`config.mk`:
```
export PLATFORM = sky130hd
export DESIGN_NAME = ldsolve_ctrl
export DESIGN_NICKNAME = d
export VERILOG_FILES = /design/src/hdl/ldsolve_pkg.sv /design/src/hdl/ldsolve_ctrl.sv
export VERILOG_INCLUDE_DIRS = /design/src /design/src/hdl
export SDC_FILE = /design/constraint.sdc
export NUM_CORES = 1
export LEC_CHECK = 0
export BUFFER_PORTS_ARGS = -buffer_cell sky130_fd_sc_hd__buf_2
export CORE_AREA = 4 4 41 43
export DETAILED_ROUTE_END_ITERATION = 7
export DIE_AREA = 0 0 45 47
export PLACE_DENSITY = 0.71
export SLEW_MARGIN = 0
export SYNTH_ARGS = -nofsm -noshare
export SYNTH_HDL_FRONTEND = slang
export SYNTH_SLANG_ARGS = --single-unit
```
`constraint.sdc`:
```
create_clock -name clk_i -period 2.1 [get_ports clk_i]
set_clock_uncertainty 0.05 [all_clocks]
set_input_delay 0.105 -clock clk_i [delete_from_list [all_inputs] [get_ports clk_i]]
set_output_delay 0.105 -clock clk_i [all_outputs]
set_load 0.02 [all_outputs]
```
`src/hdl/linear_diophantine_solver_top_defines.svh`:
```
// ----------------------------------------------------------------------------
// Linear Diophantine solver assertion macros
// Shared concurrent assertion forms for the solver modules.
// ----------------------------------------------------------------------------
`ifndef LINEAR_DIOPHANTINE_SOLVER_TOP_DEFINES_SVH
`define LINEAR_DIOPHANTINE_SOLVER_TOP_DEFINES_SVH

// Consequent must hold in the same cycle as the antecedent
`define LDS_ASSERT_SAME(lbl, clk, rstn, ante, cons, msg) \
  lbl: assert property (@(posedge clk) disable iff (!rstn) (ante) |-> (cons)) \
    else $error(msg);

// Consequent must hold in the cycle after the antecedent
`define LDS_ASSERT_NEXT(lbl, clk, rstn, ante, cons, msg) \
  lbl: assert property (@(posedge clk) disable iff (!rstn) (ante) |=> (cons)) \
    else $error(msg);

`endif

```
`src/hdl/ldsolve_pkg.sv`:
```
// ----------------------------------------------------------------------------
// Linear Diophantine solver package
// Field widths, datapath operation codes and controller/datapath structs.
// ----------------------------------------------------------------------------
`timescale 1ns / 1ps

package ldsolve_pkg;

  // Default operand width and fixed field widths of the stream payload
  localparam int unsigned DEF_WIDTH = 32;
  localparam int unsigned FIELD_W   = 32;
  localparam int unsigned SOL_W     = 64;
  localparam int unsigned S_DATA_W  = 3 * FIELD_W;
  localparam int unsigned M_DATA_W  = 2 * SOL_W;

  // Datapath operations issued by the controller
  typedef enum logic [2:0] {
    OP_IDLE,
    OP_EU_DIV,
    OP_EU_MUL,
    OP_EU_UPD,
    OP_C_DIV,
    OP_SCALE,
    OP_FIX
  } dp_op_e;

  // Controller to datapath
  typedef struct packed {
    logic   load;
    dp_op_e op;
  } dp_cmd_t;

  // Datapath to controller
  typedef struct packed {
    logic a_zero;
    logic b_zero;
    logic r1_zero;
    logic div_done;
    logic out_free;
  } dp_stat_t;

endpackage

```
`src/hdl/ldsolve_ctrl.sv`:
```
// ----------------------------------------------------------------------------
// Linear Diophantine solver controller
// Sequences capture, Euclid steps, final division, scaling and hand-off.
// ----------------------------------------------------------------------------
`timescale 1ns / 1ps

`include "linear_diophantine_solver_top_defines.svh"

module ldsolve_ctrl import ldsolve_pkg::*; (
  input  logic     clk_i,
  input  logic     rst_ni,
  input  logic     s_valid_i,
  output logic     s_ready_o,
  input  dp_stat_t stat_i,
  output dp_cmd_t  cmd_o
);

  typedef enum logic [3:0] {
    S_IDLE,
    S_CLASSIFY,
    S_EU_TEST,
    S_EU_WAIT,
    S_EU_MUL,
    S_EU_UPD,
    S_C_WAIT,
    S_SCALE,
    S_FIX,
    S_EMIT
  } state_e;

  state_e state_q;
  dp_op_e op_q;
  logic   ready_q;

  // State, operation and ready registers
  always_ff @(posedge clk_i or negedge rst_ni) begin
    if (!rst_ni) begin
      state_q <= S_IDLE;
      op_q    <= OP_IDLE;
      ready_q <= 1'b1;
    end else begin
      op_q <= OP_IDLE;
      unique case (state_q)
        S_IDLE: begin
          if (s_valid_i) begin
            ready_q <= 1'b0;
            state_q <= S_CLASSIFY;
          end
        end
        S_CLASSIFY: begin
          priority if (stat_i.a_zero && stat_i.b_zero) begin
            state_q <= S_FIX;
          end else if (stat_i.a_zero || stat_i.b_zero) begin
            op_q    <= OP_C_DIV;
            state_q <= S_C_WAIT;
          end else begin
            state_q <= S_EU_TEST;
          end
        end
        S_EU_TEST: begin
          if (stat_i.r1_zero) begin
            op_q    <= OP_C_DIV;
            state_q <= S_C_WAIT;
          end else begin
            op_q    <= OP_EU_DIV;
            state_q <= S_EU_WAIT;
          end
        end
        S_EU_WAIT: begin
          if (stat_i.div_done) begin
            op_q    <= OP_EU_MUL;
            state_q <= S_EU_MUL;
          end
        end
        S_EU_MUL: begin
          op_q    <= OP_EU_UPD;
          state_q <= S_EU_UPD;
        end
        S_EU_UPD: begin
          state_q <= S_EU_TEST;
        end
        S_C_WAIT: begin
          if (stat_i.div_done) begin
            op_q    <= OP_SCALE;
            state_q <= S_SCALE;
          end
        end
        S_SCALE: begin
          state_q <= S_FIX;
        end
        S_FIX: begin
          if (stat_i.out_free) begin
            op_q    <= OP_FIX;
            state_q <= S_EMIT;
          end
        end
        S_EMIT: begin
          ready_q <= 1'b1;
          state_q <= S_IDLE;
        end
        default: begin
          state_q <= S_IDLE;
        end
      endcase
    end
  end

  assign s_ready_o  = ready_q;
  assign cmd_o.load = ready_q & s_valid_i;
  assign cmd_o.op   = op_q;

  // Ready only while waiting for a request
  `LDS_ASSERT_SAME(a_ready_idle, clk_i, rst_ni, ready_q, state_q == S_IDLE,
    "ready raised outside idle")
  // A captured request always goes to classification next
  `LDS_ASSERT_NEXT(a_load_classify, clk_i, rst_ni, cmd_o.load, state_q == S_CLASSIFY,
    "capture not followed by classification")
  // The divider only finishes while a division is awaited
  `LDS_ASSERT_SAME(a_div_expected, clk_i, rst_ni, stat_i.div_done,
    (state_q == S_EU_WAIT) || (state_q == S_C_WAIT), "unexpected divider completion")
  // A result is written only into a free output register
  `LDS_ASSERT_SAME(a_fix_free, clk_i, rst_ni, op_q == OP_FIX, stat_i.out_free,
    "result written over a pending one")

endmodule

```
==> reports/qor.csv, run 1 <==
metric,value,unit
CP arrival,1.48,ns
maximum VDD drop,0.558,mV
layout cells sized above 1,28.2,%
post-CTS resize count,0,
PortBufs,12,
Seq cells post-synth,8,
worst skew pair latency,0.26,ns
Initial Util,42.2,%
initial antenna violation count,0,
clock share of power,14.6,%
worst min path class,input port to register,
HPWL Detailed,802,µm
core area,0.00130,mm²
number of CTS-inserted buffers,3,
status,finished clean,
CP Capture Type,register,
nets,81,
vias,481,
multi-input logic area,310,µm²
First-pass DRT Iterations,4,
# setup viols final,0,
Initial DRC Count,10,
Worst Tran Pin Value,0.487,ns
Syn Inst Count,59,
Worst EP required,2.18,ns
count of different cell masters after synthesis,28,
CTS tree,yes,
CTS Root Cell,clkbuf_4,
Leak Pwr,0.267,nW
switching pwr,0.397,mW
H-tree levels,1,
Ports,13,
Routed WL,1120,µm
"most common cell after layout, fill and taps aside",buf_2,
PD cells,1430,mW/mm²
"Avg Cell Area, Syn",9.31,µm²
Final Cycle Share,66.5,%
P&R area growth vs syn,14.1,%
logic gate share of total power,43.5,%
Detail Route Antenna Nets,0,
Rows,13,
Max Slew Vio Count,0,
Chip Height,47,µm
Synthesis Warnings,0,
RSZ-0062 raised after global routing,no,
Synth Cell Area,549,µm²
vias per inst,5.59,
Fillers,139,
slew margin rel.,67.5,%
CP Class,register to register,
CTS sink cnt,8,
grt ovf,0,
Synth Net Count,68,
crit path max fanout,16,
largest net degree at the start of global routing,19,
DR DRC count,0,
number of global-route vias before repair,425,
clock buffer depth,2,
post-synthesis sequential area ratio,36.7,%
sequential power share,41.9,%
Setup WS pre-CTS,0.729,ns
most frequent cells in the layout,"buf_2, a21oi_1, dfrtp_1, nand3b_1, nand2b_1",
Global Route Usage Sum,13.5,%
Max Freq,0.716,GHz
Setup WS post-layout,0.703,ns
total die area,0.00212,mm²
worst hold slack,0.0541,ns
Final Hold Fails,0,
setup TNS,0,ns
DIE WIDTH,45,µm
GPL Wtd Cong,0.835,
switch share,44.5,%
global-route wire length before repair,1900,µm
startpoint types,register,
Internal,0.496,mW
"Clk pin slew, worst setup/hold paths",0.05,ns
Sequential Area,201,µm²
Max Cap Viol,0,
Avg WL per Cell,13.0,µm
Tmin final,1.40,ns
diode count,0,
-- cells by family after synthesis --
kind of cell | after synthesis | share of synthesized area (%)
adders and majority gates | 1 | 2.28
muxes | 2 | 3.64
DFF | 8 | 36.7
buffers and inverters | 5 | 6.83
AOI/OAI and AO/OA | 17 | 19.4
and+or+nand+nor | 26 | 31.2
-- cell usage after synthesis, drive strengths merged --
library cell,instances,area [µm²]
a21oi,7,35.0
dfrtp,7,175
buf,5,37.5
nand2b,5,31.3
nand3b,5,37.5
nor2,4,15.0
nand2,3,11.3
o21ai,3,15.0
and2,2,13.8
mux2i,2,20.0
nor3,2,15.0
nor3b,2,20.0
o22a,2,17.5
a2bb2oi,1,8.76
dfstp,1,26.3
ha,1,12.5
nor2b,1,6.26
nor4,1,6.26
nor4b,1,15.0
o211ai,1,7.51
o22ai,1,6.26
o31ai,1,7.51
o32ai,1,8.76
-- power groups by stage --
| stage | Clock, mW | Sequential (mW) | Combinational [mW] |
|---|---|---|---|
| after global routing | 0.149 | 0.397 | 0.438 |
| final | 0.130 | 0.374 | 0.389 |
| after floorplan | 0 | 0.300 | 0.414 |
| after global placement | 0 | 0.375 | 0.384 |
| after detailed placement | 0 | 0.376 | 0.391 |
| after CTS | 0.137 | 0.372 | 0.393 |
-- registers in the layout (all words and copies together) (netlist names) --
register and count:
s_ready_o 1, state_q 4, op_q 3
-- per-stage QoR --
step / instances / area [µm²] / util [%] / power, mW
floorplan: 59 / 549 / - / 0.714
global placement: 81 / 591 / 45.4 / 0.760
detailed placement: 81 / 591 / 45.4 / 0.766
CTS: 86 / 627 / 48.2 / 0.902
global route: 86 / 627 / 48.2 / 0.984
finish: 86 / 627 / 48.2 / 0.894
-- final timing paths --
check,startpoint,end,slack [ns],cells past startpoint
worst max-delay path,state_q[1],state_q[0],0.70,4
worst min-delay path,stat_i[1],state_q[0],0.05,2
worst max register to register,state_q[1],state_q[0],0.70,4
worst min register to register,s_ready_o,s_ready_o,0.48,2
max in group asynchronous,rst_ni,s_ready_o,1.57,2
min in group asynchronous,rst_ni,op_q[0],0.18,2
-- layer usage --
layer,GRT usage (%),vias up,share of wire (%)
met2,18.6,10,48
met1,16.3,225,45
li1,-,242,-
met4,14.0,0,4.0
met3,3.45,4,3.0
met5,0,-,0
-- final cells by class --
class,count,share of cell area [%]
multi-input cells,46,49.5
well taps,15,2.99
flip-flops and latches,8,32.1
clock buffers,4,4.19
repair buffers,13,11.2
-- timing repair --
item	in CTS	in global routing
buffers inserted	0	0
endpoints found under the hold margin	8	0
hold buffers	1	0
-- critical path: stages (launching register included) --
cell and delay, ns:
dfrtp_1 0.63, nand2b_1 0.13, nor3b_1 0.16, o211ai_1 0.20, o31ai_1 0.09
Note: power is estimated with default switching activity, not from simulation.
==> run 2, diff against run 1 <==
--- a/config.mk
+++ b/config.mk
@@ -10,7 +10,7 @@
 export CORE_AREA = 4 4 41 43
 export DETAILED_ROUTE_END_ITERATION = 7
 export DIE_AREA = 0 0 45 47
-export PLACE_DENSITY = 0.71
+export PLACE_DENSITY = 0.73
 export SLEW_MARGIN = 0
 export SYNTH_ARGS = -nofsm -noshare
 export SYNTH_HDL_FRONTEND = slang
==> constraint.sdc (replaced) <==
create_clock -name clk_i -period 1.2 [get_ports clk_i]
set_clock_uncertainty 0.05 [all_clocks]
set_input_delay 0.06 -clock clk_i [delete_from_list [all_inputs] [get_ports clk_i]]
set_output_delay 0.06 -clock clk_i [all_outputs]
set_load 0.02 [all_outputs]
==> reports/qor.csv, run 2 (synthesis results as in run 1) <==
metric,value,unit,change
Max Slew Vio Count,0,,unchanged
grt ovf,0,,unchanged
worst r2r path cells,4,,unchanged
GPL Wtd Cong,0.867,,was 0.835
Ports,13,,unchanged
CTS tree,yes,,unchanged
clock buffer depth,2,,unchanged
Tmin final,1.21,ns,was 1.40 ns
# setup viols final,2,,was 0
reg2reg start,state_q[2],,was state_q[1]
worst skew pair latency,0.26,ns,about the same
core area,0.00130,mm²,unchanged
register-to-register setup slack,-0.01,ns,was 0.70 ns
P&R area growth vs syn,53.3,%,was 14.1%
DIE WIDTH,45,µm,unchanged
Setup WS post-layout,-0.0114,ns,was 0.703 ns
CTS sink cnt,8,,unchanged
CP arrival,1.35,ns,was 1.48 ns
layout cells sized above 1,55.3,%,was 28.2%
Tot Pwr,2.27,mW,was 0.894 mW
Initial DRC Count,11,,was 10
status,finished with violations,,was finished clean
"Clk pin slew, worst setup/hold paths",0.06,ns,was 0.05 ns
H-tree levels,1,,unchanged
Biggest register,state_q,,unchanged
Final Cycle Share,101,%,was 66.5%
Rows,13,,unchanged
CP Class,register to register,,unchanged
failing checks,negative setup slack,,
DR DRC count,0,,unchanged
Worst Tran Pin Value,0.243,ns,was 0.487 ns
global-route wire length before repair,2310,µm,was 1900 µm
PortBufs,12,,unchanged
largest net degree at the start of global routing,15,,was 19
First-pass DRT Iterations,4,,unchanged
Setup crit end,op_q[2],,was state_q[0]
setup TNS,-0.0186,ns,was 0 ns
total die area,0.00212,mm²,unchanged
startpoint types,register,,unchanged
crit path max fanout,6,,was 16
initial antenna violation count,0,,unchanged
HPWL Detailed,979,µm,was 802 µm
worst min path class,input port to register,,unchanged
PD cells,2700,mW/mm²,was 1430 mW/mm²
Max Freq,0.826,GHz,was 0.716 GHz
diode count,0,,unchanged
Leak Pwr,0.374,nW,was 0.267 nW
Final Hold Fails,0,,unchanged
number of global-route vias before repair,517,,was 425
Fillers,108,,was 139
RSZ-0062 raised after global routing,yes,,was no
multi-input logic area,382,µm²,was 310 µm²
Max Cap Viol,0,,unchanged
Detail Route Antenna Nets,0,,unchanged
Routed WL,1490,µm,was 1120 µm
CTS Root Cell,clkbuf_4,,unchanged
Sequential Area,205,µm²,was 201 µm²
max reg flops,4,,unchanged
maximum VDD drop,1.61,mV,was 0.558 mV
Global Route Usage Sum,15.5,%,was 13.5%
Worst EP required,1.33,ns,was 2.18 ns
vias per inst,5.46,,was 5.59
vias,546,,was 481
most frequent cells in the layout,"buf_2, buf_4, a21oi_1, nand3b_1, dfrtp_1",,"was buf_2, a21oi_1, dfrtp_1, nand3b_1, nand2b_1"
Avg WL per Cell,14.9,µm,was 13.0 µm
nets,95,,was 81
end of the worst register-to-register path,op_q[2],,was state_q[0]
slew margin rel.,83.7,%,was 67.5%
number of CTS-inserted buffers,3,,unchanged
CP Launch Point,state_q[2],,was state_q[1]
Initial Util,42.2,%,unchanged
CP Capture Type,register,,unchanged
Chip Height,47,µm,unchanged
-- run 2: cell count changes in the layout (fill, tap and decap cells not counted), sizes merged --
cell | previous run | this run
buf | 12 | 26
-- run 2: repair_timing --
item | 4_1_cts | 5_1_grt
gates cloned | 0 | 0
buffers inserted | 0 | 3
pin swaps | 0 | 5
hold buffers | 1 | 0
hold endpoints to repair | 8 | 0
resized for setup | 5 | 17
endpoints found under the setup margin | 8 | 9
-- run 2: worst min path at each step --
stage | start | to | slack, ns | cells after the start
2_1_floorplan | rst_ni | op_q[0] | -0.29 | 0
3_3_place_gp | rst_ni | op_q[2] | -0.14 | 1
3_5_place_dp | rst_ni | op_q[2] | -0.14 | 1
4_1_cts | stat_i[1] | state_q[0] | 0.003 | 2
5_1_grt | stat_i[1] | state_q[0] | 0.04 | 2
6_report | stat_i[1] | state_q[0] | 0.03 | 2
-- run 2: stage by stage --
stage | instances | hold WS (ns) | cell area (µm²) | utilization [%] | setup slack, ns
3_5_place_dp | 92 | -0.135 | 686 | 52.7 | -0.0327
3_3_place_gp | 92 | -0.138 | 686 | 52.7 | -0.0436
6_report | 100 | 0.0310 | 842 | 64.7 | -0.0114
5_1_grt | 100 | 0.0383 | 842 | 64.7 | -0.0442
4_1_cts | 97 | 0.00338 | 734 | 56.4 | 0.00320
2_1_floorplan | 59 | -0.286 | 549 | - | 0.0571
-- run 2: final cells by class --
type / instances / area share [%]
Clock buffer: 4 / 3.12
Tap cell: 15 / 2.23
Timing Repair Buffer: 27 / 25.0
Multi-Input combinational cell: 46 / 45.3
Sequential cell: 8 / 24.4
-- run 2: critical path, cell delays in order (launching register included) --
cell	delay, ns
dfrtp_2	0.42
buf_12	0.14
nand3b_1	0.20
o22a_1	0.22
o21ai_1	0.11
-- run 2: routing by layer --
layer  track usage (%)  share of wire (%)
met5                 0                  0
met4              8.77                1.7
met3              2.30                3.3
met2              25.7                 52
met1              19.3                 43
-- run 2: where the power goes --
part           leakage [nW]  switching (mW)  internal, mW
clock network        0.0150          0.0995         0.128
registers            0.0971           0.163         0.397
logic                 0.262           0.684         0.800
total                 0.374           0.947          1.32
==> run 3, diff against run 2 <==
--- a/config.mk
+++ b/config.mk
@@ -11,6 +11,7 @@
 export DETAILED_ROUTE_END_ITERATION = 7
 export DIE_AREA = 0 0 45 47
 export PLACE_DENSITY = 0.73
+export RECOVER_POWER = 100
 export SLEW_MARGIN = 0
 export SYNTH_ARGS = -nofsm -noshare
 export SYNTH_HDL_FRONTEND = slang
==> reports/qor.csv, run 3 (synthesis results as in run 1) <==
metric,value,unit,change
status,finished with violations,,unchanged
failing checks,negative setup slack,,unchanged
Max Slew Vio Count,0,,unchanged
Fillers,107,,was 108
global-route wire length before repair,2310,µm,unchanged
CP arrival,1.34,ns,was 1.35 ns
Max Cap Viol,0,,unchanged
Initial Util,42.2,%,unchanged
Routed WL,1480,µm,was 1490 µm
Chip Height,47,µm,unchanged
largest net degree at the start of global routing,15,,unchanged
Biggest register,state_q,,unchanged
layout cells sized above 1,50.6,%,was 55.3%
Max stage delay on crit path,0.42,ns,about the same
Final Cycle Share,101,%,about the same
vias per inst,5.41,,was 5.46
Sequential Area,205,µm²,unchanged
max reg flops,4,,unchanged
Worst Tran Pin Value,0.472,ns,was 0.243 ns
core area,0.00130,mm²,unchanged
Rows,13,,unchanged
Worst EP required,1.33,ns,about the same
maximum VDD drop,1.59,mV,was 1.61 mV
H-tree levels,1,,unchanged
worst skew pair latency,0.25,ns,was 0.26 ns
most frequent cells in the layout,"buf_4, a21oi_1, buf_2, nand3b_1, clkbuf_1",,"was buf_2, buf_4, a21oi_1, nand3b_1, dfrtp_1"
total die area,0.00212,mm²,unchanged
DIE WIDTH,45,µm,unchanged
slew margin rel.,68.5,%,was 83.7%
clock buffer depth,2,,unchanged
HPWL Detailed,979,µm,unchanged
CTS tree,yes,,unchanged
startpoint types,register,,unchanged
Tmin final,1.21,ns,about the same
grt ovf,0,,unchanged
initial antenna violation count,0,,unchanged
final core utilization,64.3,%,was 64.7%
"slowest stage cell, crit path",dfrtp_2,,unchanged
CTS sink cnt,8,,unchanged
vias,541,,was 546
# setup viols final,2,,unchanged
CP Capture Type,register,,unchanged
CP Class,register to register,,unchanged
logic gate share of total power,65.1,%,was 65.3%
PD cells,2700,mW/mm²,about the same
clock share of power,10.0,%,about the same
worst min path class,input port to register,,unchanged
diode count,0,,unchanged
worst path cell trace,buf_12 -> nand3b_1 -> o22a_1 -> o21ai_1,,unchanged
Final Hold Fails,0,,unchanged
Leak Pwr,0.358,nW,was 0.374 nW
Tot Pwr,2.26,mW,was 2.27 mW
Ports,13,,unchanged
switch share,41.8,%,was 41.7%
Internal,1.31,mW,was 1.32 mW
number of global-route vias before repair,517,,unchanged
"CP delay by family, top",flip-flops,,unchanged
Global Route Usage Sum,15.5,%,unchanged
"Clk pin slew, worst setup/hold paths",0.06,ns,about the same
DR DRC count,0,,unchanged
PortBufs,12,,unchanged
number of CTS-inserted buffers,3,,unchanged
Detail Route Antenna Nets,0,,unchanged
nets,95,,unchanged
Setup WS post-layout,-0.0113,ns,was -0.0114 ns
Max Freq,0.826,GHz,about the same
RSZ-0062 raised after global routing,yes,,unchanged
crit path buf inv count,1,,unchanged
multi-input logic area,382,µm²,unchanged
crit path max fanout,6,,unchanged
P&R area growth vs syn,52.4,%,was 53.3%
GPL Wtd Cong,0.867,,unchanged
sequential power share,24.9,%,was 24.7%
CTS Root Cell,clkbuf_4,,unchanged
"most common cell after layout, fill and taps aside",buf_4,,
Avg WL per Cell,14.8,µm,was 14.9 µm
First-pass DRT Iterations,4,,unchanged
Initial DRC Count,11,,unchanged
switching pwr,0.945,mW,was 0.947 mW
run 3: changes by cell type in the layout (fill, tap and decap cells not counted):
| cell | previous run | this run |
|---|---|---|
| buf_2 | 11 | 6 |
| clkbuf_1 | 1 | 5 |
| clkbuf_2 | 0 | 1 |
run 3: power by group through the flow:
stage               clock network (mW)  registers [mW]  logic (mW)
floorplan                            0           0.525       0.725
detailed placement                   0           0.550        1.10
finish                           0.226           0.562        1.47
global route                     0.262           0.581        1.58
CTS                              0.238           0.563        1.13
global placement                     0           0.548        1.08
run 3: worst reg2reg max path: stages (launching register included):
cell	delay, ns
dfrtp_2	0.42
buf_12	0.14
nand3b_1	0.20
o22a_1	0.22
o21ai_1	0.11
run 3: path summary, 6_finish.rpt:
kind                                 start    endpoint  slack [ns]  cells after the start
worst max-delay path            state_q[2]     op_q[2]       -0.01                      4
worst min-delay path             stat_i[1]  state_q[0]        0.02                      2
worst max register to register  state_q[2]     op_q[2]       -0.01                      4
worst min register to register   s_ready_o   s_ready_o        0.49                      2
max in group asynchronous           rst_ni  state_q[0]        0.53                      2
min in group asynchronous           rst_ni     op_q[2]        0.22                      2
run 3: what timing repair did:
item | in CTS | in global routing
pin swaps | 0 | 5
setup endpoints to repair | 8 | 9
hold endpoints to repair | 8 | 0
hold buffers | 1 | 0
resized for setup | 5 | 17
setup buffers | 0 | 3
run 3: final cells by class:
class,count,share of cell area [%]
timing repair buffer,27,24.5
multi-input combinational,46,45.6
clock buffer,4,3.14
tap,15,2.24
sequential,8,24.5
run 3: metrics by stage:
step	worst slack, ns	hold WS, ns	cell area (µm²)	cells	setup TNS, ns
2_1_floorplan	0.0571	-0.286	549	59	0
3_3_place_gp	-0.0436	-0.138	686	92	-0.0478
3_5_place_dp	-0.0327	-0.135	686	92	-0.136
4_1_cts	0.00320	0.00338	734	97	0
5_1_grt	-0.0442	0.0383	837	100	-0.165
6_report	-0.0113	0.0248	837	100	-0.0183
run 3: metal layers:
layer | vias to the layer above | GRT usage, % | part of all wire (%)
met3 | 4 | 2.30 | 3.8
met5 | - | 0 | 0
met2 | 15 | 25.7 | 52
met4 | 0 | 8.77 | 1.7
met1 | 252 | 19.3 | 42
li1 | 270 | - | -
